===== src/rtl/multi_turn_motor_feedback_decoder_assert.svh =====
// ----------------------------------------------------------------------------
// Assertion macros for the multi-turn motor feedback decoder
// Checks use clk and rst of the including module and are disabled during reset.
// ----------------------------------------------------------------------------
`ifndef MULTI_TURN_MOTOR_FEEDBACK_DECODER_ASSERT_SVH
`define MULTI_TURN_MOTOR_FEEDBACK_DECODER_ASSERT_SVH

// Condition must hold at every rising clock edge.
`define MTMFD_ASSERT_ALWAYS(lbl, cond, msg) \
  lbl: assert property (@(posedge clk) disable iff (rst) (cond)) else $error(msg);

// Consequent must hold in the cycle after the antecedent.
`define MTMFD_ASSERT_NEXT(lbl, ante, cons, msg) \
  lbl: assert property (@(posedge clk) disable iff (rst) (ante) |=> (cons)) \
    else $error(msg);

`endif


===== src/rtl/mtmfd_pkg.sv =====
// ----------------------------------------------------------------------------
// mtmfd_pkg
// Types and constants shared by the motor feedback decoder modules.
// ----------------------------------------------------------------------------
`timescale 1ns / 1ps

package mtmfd_pkg;

  localparam int ID_W      = 11;
  localparam int RAW_W     = 16;
  localparam int TEMP_W    = 8;
  localparam int MOTOR_W   = 3;
  localparam int SCALE_W   = 32;
  localparam int VALUE_W   = 48;
  localparam int CFG_IDX_W = 2;

  localparam int S_DATA_W  = 56;   // 3 x 16 + 8, already whole bytes
  localparam int M_DATA_W  = 152;  // 3 x 48 + 8, already whole bytes

  localparam logic [ID_W-1:0] ID_FIRST = 11'h201;
  localparam logic [ID_W-1:0] ID_LAST  = 11'h208;

  localparam logic signed [SCALE_W-1:0] SCALE_RESET = 32'sh0100_0000;  // 1.0 in Q8.24

  localparam logic [CFG_IDX_W-1:0] CFG_POSITION_SCALE = 2'd0;
  localparam logic [CFG_IDX_W-1:0] CFG_VELOCITY_SCALE = 2'd1;
  localparam logic [CFG_IDX_W-1:0] CFG_CURRENT_SCALE  = 2'd2;

  localparam int QUEUE_DEPTH = 2;

  typedef struct packed {
    logic [MOTOR_W-1:0]       motor;
    logic [RAW_W-1:0]         raw_position;
    logic signed [RAW_W-1:0]  raw_velocity;
    logic signed [RAW_W-1:0]  raw_current;
    logic [TEMP_W-1:0]        temperature;
  } frame_item_t;

  typedef struct packed {
    logic a_valid;
    logic b_valid;
  } back_status_t;

endpackage


===== src/rtl/mtmfd_front.sv =====
// ----------------------------------------------------------------------------
// mtmfd_front
// Accepts feedback frames, filters identifiers and forms queue entries.
// ----------------------------------------------------------------------------
`timescale 1ns / 1ps

module mtmfd_front #(
  parameter int MOTOR_COUNT = 8
) (
  input  logic                          s_axis_tvalid,
  output logic                          s_axis_tready,
  input  logic [mtmfd_pkg::S_DATA_W-1:0] s_axis_tdata,
  input  logic [mtmfd_pkg::ID_W-1:0]    s_axis_tuser,
  input  logic                          q_full,
  output logic                          q_push,
  output mtmfd_pkg::frame_item_t        q_push_item
);
  import mtmfd_pkg::*;

  logic [ID_W-1:0] id_offset;
  logic            id_known;

  assign id_offset = s_axis_tuser - ID_FIRST;
  assign id_known  = (s_axis_tuser >= ID_FIRST) && (s_axis_tuser <= ID_LAST) &&
                     (id_offset < ID_W'(MOTOR_COUNT));

  // unknown frames are taken and dropped
  assign s_axis_tready = !q_full;
  assign q_push        = s_axis_tvalid && !q_full && id_known;

  assign q_push_item.motor        = id_offset[MOTOR_W-1:0];
  assign q_push_item.raw_position = s_axis_tdata[15:0];
  assign q_push_item.raw_velocity = s_axis_tdata[31:16];
  assign q_push_item.raw_current  = s_axis_tdata[47:32];
  assign q_push_item.temperature  = s_axis_tdata[55:48];

endmodule


===== config.mk =====
export PLATFORM = sky130hd
export DESIGN_NAME = mtmfd_front
export DESIGN_NICKNAME = d
export VERILOG_FILES = /design/src/rtl/multi_turn_motor_feedback_decoder_assert.svh /design/src/rtl/mtmfd_pkg.sv /design/src/rtl/mtmfd_front.sv
export SDC_FILE = /design/constraint.sdc
export NUM_CORES = 1
export LEC_CHECK = 0
export BUFFER_PORTS_ARGS = -buffer_cell sky130_fd_sc_hd__buf_4
export CORE_MARGIN = 8
export CORE_UTILIZATION = 26
export DETAILED_ROUTE_END_ITERATION = 8
export PLACE_DENSITY = 0.9
export SETUP_SLACK_MARGIN = 0.15
export SYNTH_ARGS = -nofsm -noshare
export SYNTH_HDL_FRONTEND = slang
export SYNTH_SLANG_ARGS = --single-unit

===== constraint.sdc =====
create_clock -name vclk -period 2.1
set_input_delay 0.105 -clock vclk [all_inputs]
set_output_delay 0.105 -clock vclk [all_outputs]
set_load 0.02 [all_outputs]

==> flow_metrics.py <==
metrics = {
    "timing": {
        "worstMarginPinSlew_ns": 0.3857,
        "setup_violations": 0,
        "hold_ws_ns": 0.2100,
        "rsz0062_at_grt": "no",
        "max_freq_mhz": 587.2,
        "slew_violations": 0,
        "max_slew_margin": 0.7362,
        "fin_crit_sh": 0.8110,
        "timing.final.ws_setup_ns": 0.3969,
        "period_minus_slack_ns": 1.703,
        "fin_setup_tns_ns": 0,
        "hold_viol_final": 0,
    },
    "route": {
        "drc": 0,
        "dr.pass1.iters": 3,
        "drtIter0Drc": 1,
        "finalWirelength_um": 1016,
        "wl_per_cell_um": 15.63,
        "vias": 289,
        "antenna_left": 0,
        "via_per_inst": 4.446,
    },
    "floorplan": {
        "die_x_um": 62.49,
        "die_h_um": 62.49,
        "rows": 17,
        "initial_utilization": 0.2641,
        "num_io_pins": 130,
        "die-area_um2": 3904,
        "core_area_um2": 2127,
    },
    "min_path": {
        "hold_path_depth": 0,
        "min_from": "s_axis_tdata[16]",
        "holdPathEnd": "q_push_item[24]",
        "worstHoldPathType": "input pin to primary output",
    },
    "place": {
        "post-place-ws_ns": 0.4057,
        "io_buffer_count": 18,
        "dp.cells": 65,
        "gp_congestion": 0.7080,
        "hpwl_um": 874.7,
    },
    "critical_path": {
        "start_kind": "input pin",
        "cp_max_fo": 3,
        "crit_arrival_ns": 1.60,
        "critical_path_class": "input pin to primary output",
        "worst_setup_path_end_kind": "primary output",
        "required_ns": 2.00,
    },
    "layout": {
        "nNetsFinal": 110,
        "final_layout_size_suffix_gt1_frac": 0.5135,
        "clkbuf_count": 0,
        "fillers": 256,
        "seq_cells": 0,
        "area_delta_synth_final_pct": -44.54,
        "final_cells": 65,
        "diodes": 0,
        "layout_commonest_cell": "buf_4",
        "regArea_um2": 0,
        "final_cell_mix": "buf_4, inv_1, ha_1",
    },
    "pwr": {
        "power_leakage_uw": 0.0001520,
        "p_per_area_nw_per_um2": 179.1,
        "ir_drop_mv": 0.06691,
    },
    "clocking": {
        "ctsHoldBuffers": 0,
        "post-cts-setup-buffers": 0,
        "ctsResizeCount": 0,
    },
    "global_route": {
        "grtUsageTotal": 0.04381,
        "grt_pass1_vias": 336,
        "grt_first_pass_wirelength_um": 1497,
        "grt_start_max_net_pins": 6,
        "antenna_found_initial": 0,
        "grt_overflow_total": 0,
    },
    "synthesis": {
        "synth-warning-count": 0,
        "ys_seq_area_frac": 0,
        "syn_inst": 75,
        "synthesis.nets": 146,
        "synthDistinctLibCells": 16,
        "syn_area_um2": 561.8,
        "syn_area_per_cell_um2": 7.491,
    },
    "run": {
        "cap_violations": 0,
    },
    "outcome": {
        "status": "finished clean",
    },
}
-- cell usage after synthesis, drive strengths merged --
master    n  share of area
nor4b     1          0.016
nor2      1         0.0067
or2b      1          0.013
xor2      1          0.016
nor3      1         0.0089
nand3b    1          0.013
buf      56           0.75
a21o      1          0.013
ha        2          0.045
nand4     1          0.011
a221oi    1          0.027
a2111oi   1          0.016
nand2b    1          0.011
nor2b     1          0.011
inv       4          0.027
a221o     1          0.018
-- routing by layer --
layer  up-vias  global-route usage  wire length (um)
li1        106                   -                 -
met1       114             0.02132               231
met2        41             0.06339               411
met3        28             0.04301               246
met4         0             0.07407               127
met5         -                   0                 0
-- worst max-delay path by stage --
stage	slack [ns]	startpoint	to	cells past startpoint
floorplan	0.50	s_axis_tuser[0]	q_push	6
global placement	0.50	s_axis_tuser[0]	q_push	8
detailed placement	0.41	s_axis_tuser[0]	q_push	8
CTS	0.38	s_axis_tuser[0]	q_push	8
global route	0.26	s_axis_tuser[0]	q_push	8
finish	0.40	s_axis_tuser[0]	q_push	8
-- through the flow --
step                        util  total power (uW)  cell area (um^2)
after global placement    0.1465             55.31             311.5
after detailed placement  0.1465             56.29             311.5
final                     0.1465             55.81             311.5
after CTS                 0.1465             56.55             311.5
after floorplan                -             178.3             561.8
after global routing      0.1465             60.06             311.5
-- worst max-delay path: stages --
cell and delay (ns):
buf_4 0.12, inv_1 0.09, ha_1 0.22, nand2b_1 0.10
a2111oi_0 0.43, nand4_1 0.15, a221oi_2 0.19, buf_4 0.19
-- kinds of logic after synthesis --
kind of cell               share of synthesized area
AOI/OAI and AO/OA                            0.07350
buffers and inverters                         0.7750
xor gates and xnor gates                     0.01559
and+or+nand+nor                              0.09133
adders and majority gates                    0.04454
-- report_power, final --
| group | leakage [uW] | switching [uW] | internal, uW |
|---|---|---|---|
| clock | 0 | 0 | 0 |
| sequential | 0 | 0 | 0 |
| combinational | 0.000152 | 25.1 | 30.7 |
| total | 0.000152 | 25.1 | 30.7 |
-- final cells by class --
type	count	area, um^2	area share
inverters	4	15.01	0.04819
multi-input cells	15	126.4	0.4056
well taps	28	35.03	0.1124
repair buffers	18	135.1	0.4337
(Power assumes the default switching activity.)
