### config.mk
export PLATFORM = sky130hd
export DESIGN_NAME = mtmfd_queue
export DESIGN_NICKNAME = d
export VERILOG_FILES = /design/src/rtl/multi_turn_motor_feedback_decoder_assert.svh /design/src/rtl/mtmfd_pkg.sv /design/src/rtl/mtmfd_queue.sv
export SDC_FILE = /design/constraint.sdc
export NUM_CORES = 1
export LEC_CHECK = 0
export BUFFER_PORTS_ARGS = -buffer_cell sky130_fd_sc_hd__buf_2
export CORE_MARGIN = 4
export CORE_UTILIZATION = 35
export DETAILED_ROUTE_END_ITERATION = 6
export GPL_TIMING_DRIVEN = 0
export HOLD_SLACK_MARGIN = 0.08
export PLACE_DENSITY = 0.66
export SLEW_MARGIN = 20
export SYNTH_ARGS = -nofsm -noshare
export SYNTH_HDL_FRONTEND = slang
export SYNTH_SLANG_ARGS = --single-unit
### constraint.sdc
create_clock -name clk -period 5.5 [get_ports clk]
set_input_delay 0.825 -clock clk [delete_from_list [all_inputs] [get_ports clk]]
set_output_delay 0.825 -clock clk [all_outputs]
set_load 0.005 [all_outputs]
### src/rtl/multi_turn_motor_feedback_decoder_assert.svh
// ----------------------------------------------------------------------------
// Assertion macros for the multi-turn motor feedback decoder
// Checks use clk and rst of the including module and are disabled during reset.
// ----------------------------------------------------------------------------
`ifndef MULTI_TURN_MOTOR_FEEDBACK_DECODER_ASSERT_SVH
`define MULTI_TURN_MOTOR_FEEDBACK_DECODER_ASSERT_SVH

// Condition must hold at every rising clock edge.
`define MTMFD_ASSERT_ALWAYS(lbl, cond, msg) \
  lbl: assert property (@(posedge clk) disable iff (rst) (cond)) else $error(msg);

// Consequent must hold in the cycle after the antecedent.
`define MTMFD_ASSERT_NEXT(lbl, ante, cons, msg) \
  lbl: assert property (@(posedge clk) disable iff (rst) (ante) |=> (cons)) \
    else $error(msg);

`endif

### src/rtl/mtmfd_pkg.sv
// ----------------------------------------------------------------------------
// mtmfd_pkg
// Types and constants shared by the motor feedback decoder modules.
// ----------------------------------------------------------------------------
`timescale 1ns / 1ps

package mtmfd_pkg;

  localparam int ID_W      = 11;
  localparam int RAW_W     = 16;
  localparam int TEMP_W    = 8;
  localparam int MOTOR_W   = 3;
  localparam int SCALE_W   = 32;
  localparam int VALUE_W   = 48;
  localparam int CFG_IDX_W = 2;

  localparam int S_DATA_W  = 56;   // 3 x 16 + 8, already whole bytes
  localparam int M_DATA_W  = 152;  // 3 x 48 + 8, already whole bytes

  localparam logic [ID_W-1:0] ID_FIRST = 11'h201;
  localparam logic [ID_W-1:0] ID_LAST  = 11'h208;

  localparam logic signed [SCALE_W-1:0] SCALE_RESET = 32'sh0100_0000;  // 1.0 in Q8.24

  localparam logic [CFG_IDX_W-1:0] CFG_POSITION_SCALE = 2'd0;
  localparam logic [CFG_IDX_W-1:0] CFG_VELOCITY_SCALE = 2'd1;
  localparam logic [CFG_IDX_W-1:0] CFG_CURRENT_SCALE  = 2'd2;

  localparam int QUEUE_DEPTH = 2;

  typedef struct packed {
    logic [MOTOR_W-1:0]       motor;
    logic [RAW_W-1:0]         raw_position;
    logic signed [RAW_W-1:0]  raw_velocity;
    logic signed [RAW_W-1:0]  raw_current;
    logic [TEMP_W-1:0]        temperature;
  } frame_item_t;

  typedef struct packed {
    logic a_valid;
    logic b_valid;
  } back_status_t;

endpackage

### src/rtl/mtmfd_queue.sv
// ----------------------------------------------------------------------------
// mtmfd_queue
// Short FIFO between the frame front end and the decode pipeline.
// ----------------------------------------------------------------------------
`timescale 1ns / 1ps

module mtmfd_queue (
  input  logic                   clk,
  input  logic                   rst,
  input  logic                   push,
  input  mtmfd_pkg::frame_item_t push_item,
  output logic                   full,
  output logic                   q_valid,
  output mtmfd_pkg::frame_item_t q_item,
  input  logic                   pop
);
  import mtmfd_pkg::*;

  localparam int PTR_W = (QUEUE_DEPTH > 1) ? $clog2(QUEUE_DEPTH) : 1;
  localparam int CNT_W = $clog2(QUEUE_DEPTH + 1);

  frame_item_t      entries [QUEUE_DEPTH];
  logic [PTR_W-1:0] wr_ptr;
  logic [PTR_W-1:0] rd_ptr;
  logic [CNT_W-1:0] count;

  function automatic logic [PTR_W-1:0] ptr_inc(input logic [PTR_W-1:0] p);
    logic [PTR_W-1:0] r;
    r = (p == PTR_W'(QUEUE_DEPTH - 1)) ? '0 : p + 1'b1;
    return r;
  endfunction

  always_ff @(posedge clk) begin
    if (push) begin
      entries[wr_ptr] <= push_item;
    end
  end

  always_ff @(posedge clk) begin
    if (rst) begin
      wr_ptr <= '0;
      rd_ptr <= '0;
      count  <= '0;
    end else begin
      if (push) begin
        wr_ptr <= ptr_inc(wr_ptr);
      end
      if (pop) begin
        rd_ptr <= ptr_inc(rd_ptr);
      end
      count <= count + CNT_W'(push) - CNT_W'(pop);
    end
  end

  assign full    = (count == CNT_W'(QUEUE_DEPTH));
  assign q_valid = (count != '0);
  assign q_item  = entries[rd_ptr];

endmodule

==> results_dict.tcl <==
set metrics [dict create \
    synth-compound-area-share_pct 0 \
    nets 415 \
    core_mm2 0.0126 \
    wl_um 8180 \
    start_util_pct 35.8 \
    grt-ovfl-total 0 \
    outcome "completed" \
    diodes 0 \
    maxClockFrequency_mhz 410 \
    final_core_util_pct 47.8 \
    grt_max_degree 36 \
    port_buffers 123 \
    critPathLaunchType "flop" \
    drive_gt1_share_pct 61.7 \
    design.die.area_mm2 0.0148 \
    ys_seq_elements 123 \
    layout_setup_ws_ns 3.06 \
    syn_area_per_cell_um2 22.1 \
    root_buffer "clkbuf_16" \
    synth_cell_types 15 \
    r2r-start "wr_ptr" \
    htree_levels 4 \
    synthXorXnorAreaFrac_pct 0.885 \
    drv_cap 0 \
    grt_util_all_layers_pct 11.7 \
    cp_common_cell "buf_6" \
    max_stage_delay_ns 0.32 \
    clock_latency_ns 0.40 \
    final_cell_mix "buf_2 (127), edfxtp_1 (118), mux2_2 (49), clkbuf_16 (17), mux2_4 (10)" \
    clk_pin_slew_ns 0.05 \
    yosys_warnings 0 \
    setup_viol 0 \
    cts_resized 0 \
    hp-start "rd_ptr" \
    critPathArrivalTime_ns 1.61 \
    drc 0 \
    critPathTopFamily "buffers and inverters" \
    period_share_pct 44.3 \
    fp.dieH_um 122 \
    mostFrequentLayoutCell "buf_2" \
    synth_cells 205 \
    vias_per_cell 4.41 \
    path_cells "buf_6, buf_6, buf_8, mux2_4, buf_2" \
    end_kind "primary output" \
    gp_congestion 0.684 \
    pin_count 124 \
    clkSinkCount 123 \
    muxShareOfSynthArea_pct 15.5 \
    antenna_found_initial 0 \
    place_ws_ns 3.33 \
    grt_pass1_wl_um 12700 \
    cts_tree "built" \
    clock_skew_ns 0.00503 \
    power_density_mw_per_mm2 409 \
    synth-simple-area-share_pct 1.02 \
    min_period_ns 2.44 \
    final_antenna_net_count 0 \
    rsz0062_at_grt "false" \
    synth_fa_ha_area_share_pct 0.553 \
    postCtsHoldBufs 0 \
    synth_top_family_by_area "multiplexers" \
    dpl.hpwl_um 5590 \
    first_pass_iters 4 \
    relSlewSlack_pct 57.7 \
    drt_iter0_markers 132 \
    netlist_area_mm2 0.00452 \
    critPathMaxFanout 10 \
    ir_drop_mv 0.195 \
    hold_viol_final 0 \
    p_leak_nw 2.32 \
    crit_required_ns 4.68 \
    final-max-slew-violation-count 0 \
    clock_path_buffers 2 \
    synthToLayoutAreaGrowth_pct 33.5 \
    worst_hold_path_type "reg -> reg" \
    post_cts_buffers 0 \
    num_rows 41 \
    tightestPinTransition_ns 0.633 \
    vias 2357 \
    cp_num_buf_inv 4 \
    die_width_um 122 \
    syn-num-nets 270 \
    cts_buffers 17 \
    cpMaxStageDelayCell "dfxtp_1" \
    first_global_vias 2442 \
    drt-wirelength-per-cell_um 15.3 \
    yosysSeqAreaShare_pct 80.6 \
    path_class "reg -> out" \
]
area by class of cell:
cell class                      instances  area [µm²]
Clock buffer                           19         433
Timing Repair Buffer                  126         683
Inverter                                2        7.51
Fill cell                            1120        6580
Sequential cell                       123        3640
Tap cell                              172         215
Clock inverter                         13         175
Multi-Input combinational cell         73         823
Buffer                                  7        57.6
worst min-delay path, stage by stage, from the launching register on:
cell	delay (ns)
dfxtp_1	0.33
xnor2_1	0.09
nor2_1	0.07
worst paths after layout:
check | slack [ns] | depth (start not counted) | end
max | 3.06 | 5 | q_item[48]
min | 0.52 | 2 | rd_ptr
max reg2reg | 4.05 | 2 | entries[0][57]
min reg2reg | 0.52 | 2 | rd_ptr
synthesized netlist by cell type:
library cell,instances,area (µm²)
ha_1,2,25.0
inv_1,2,7.51
buf_8,1,15.0
and2_1,1,6.26
nor2b_1,3,18.8
xnor2_1,2,17.5
dfxtp_1,5,100
buf_6,2,22.5
xnor3_1,1,22.5
mux2_2,49,552
or2_2,1,6.26
nor2_1,4,15.0
mux2_4,10,150
buf_2,4,20.0
edfxtp_1,118,3540
per-stage QoR:
stage | instances | power, mW | setup TNS (ns) | hold WS [ns] | area, µm²
final | 535 | 2.47 | 0 | 0.524 | 6040
after global routing | 535 | 2.58 | 0 | 0.557 | 6040
after CTS | 535 | 2.51 | 0 | 0.521 | 6040
after detailed placement | 503 | 1.37 | 0 | 0.502 | 5430
after global placement | 500 | 1.36 | -10.75 | 0.494 | 5350
after floorplan | 205 | 1.25 | 0 | 0.480 | 4520
where the power goes:
group,internal (mW),switching [mW]
Sequential,1.09,0.0147
Clock,0.752,0.376
Combinational,0.128,0.104
Total,1.97,0.495
kinds of logic (layout without fill, tap and decap cells):
kind of cell,after synthesis,after routing
simple gates,9,9
xor+xnor,3,3
buf+inv,9,167
flops,123,123
fa+ha+maj,2,2
mux,59,59
state kept, by name (all words and copies together) (netlist names), named ones only:
name / cells
wr_ptr: 1
count: 2
rd_ptr: 1
entries: 118
routing by layer:
layer  part of all wire [%]  wire (µm)  global-route usage, %  vias up
met5                      0          0                      0        -
met1                     41       3320                   13.7     1151
met3                    7.3        596                   4.60       16
met4                    2.2        182                   6.51        0
met2                     50       4080                   18.3       92
li1                       -          -                      -     1098
(Power assumes the default switching activity.)
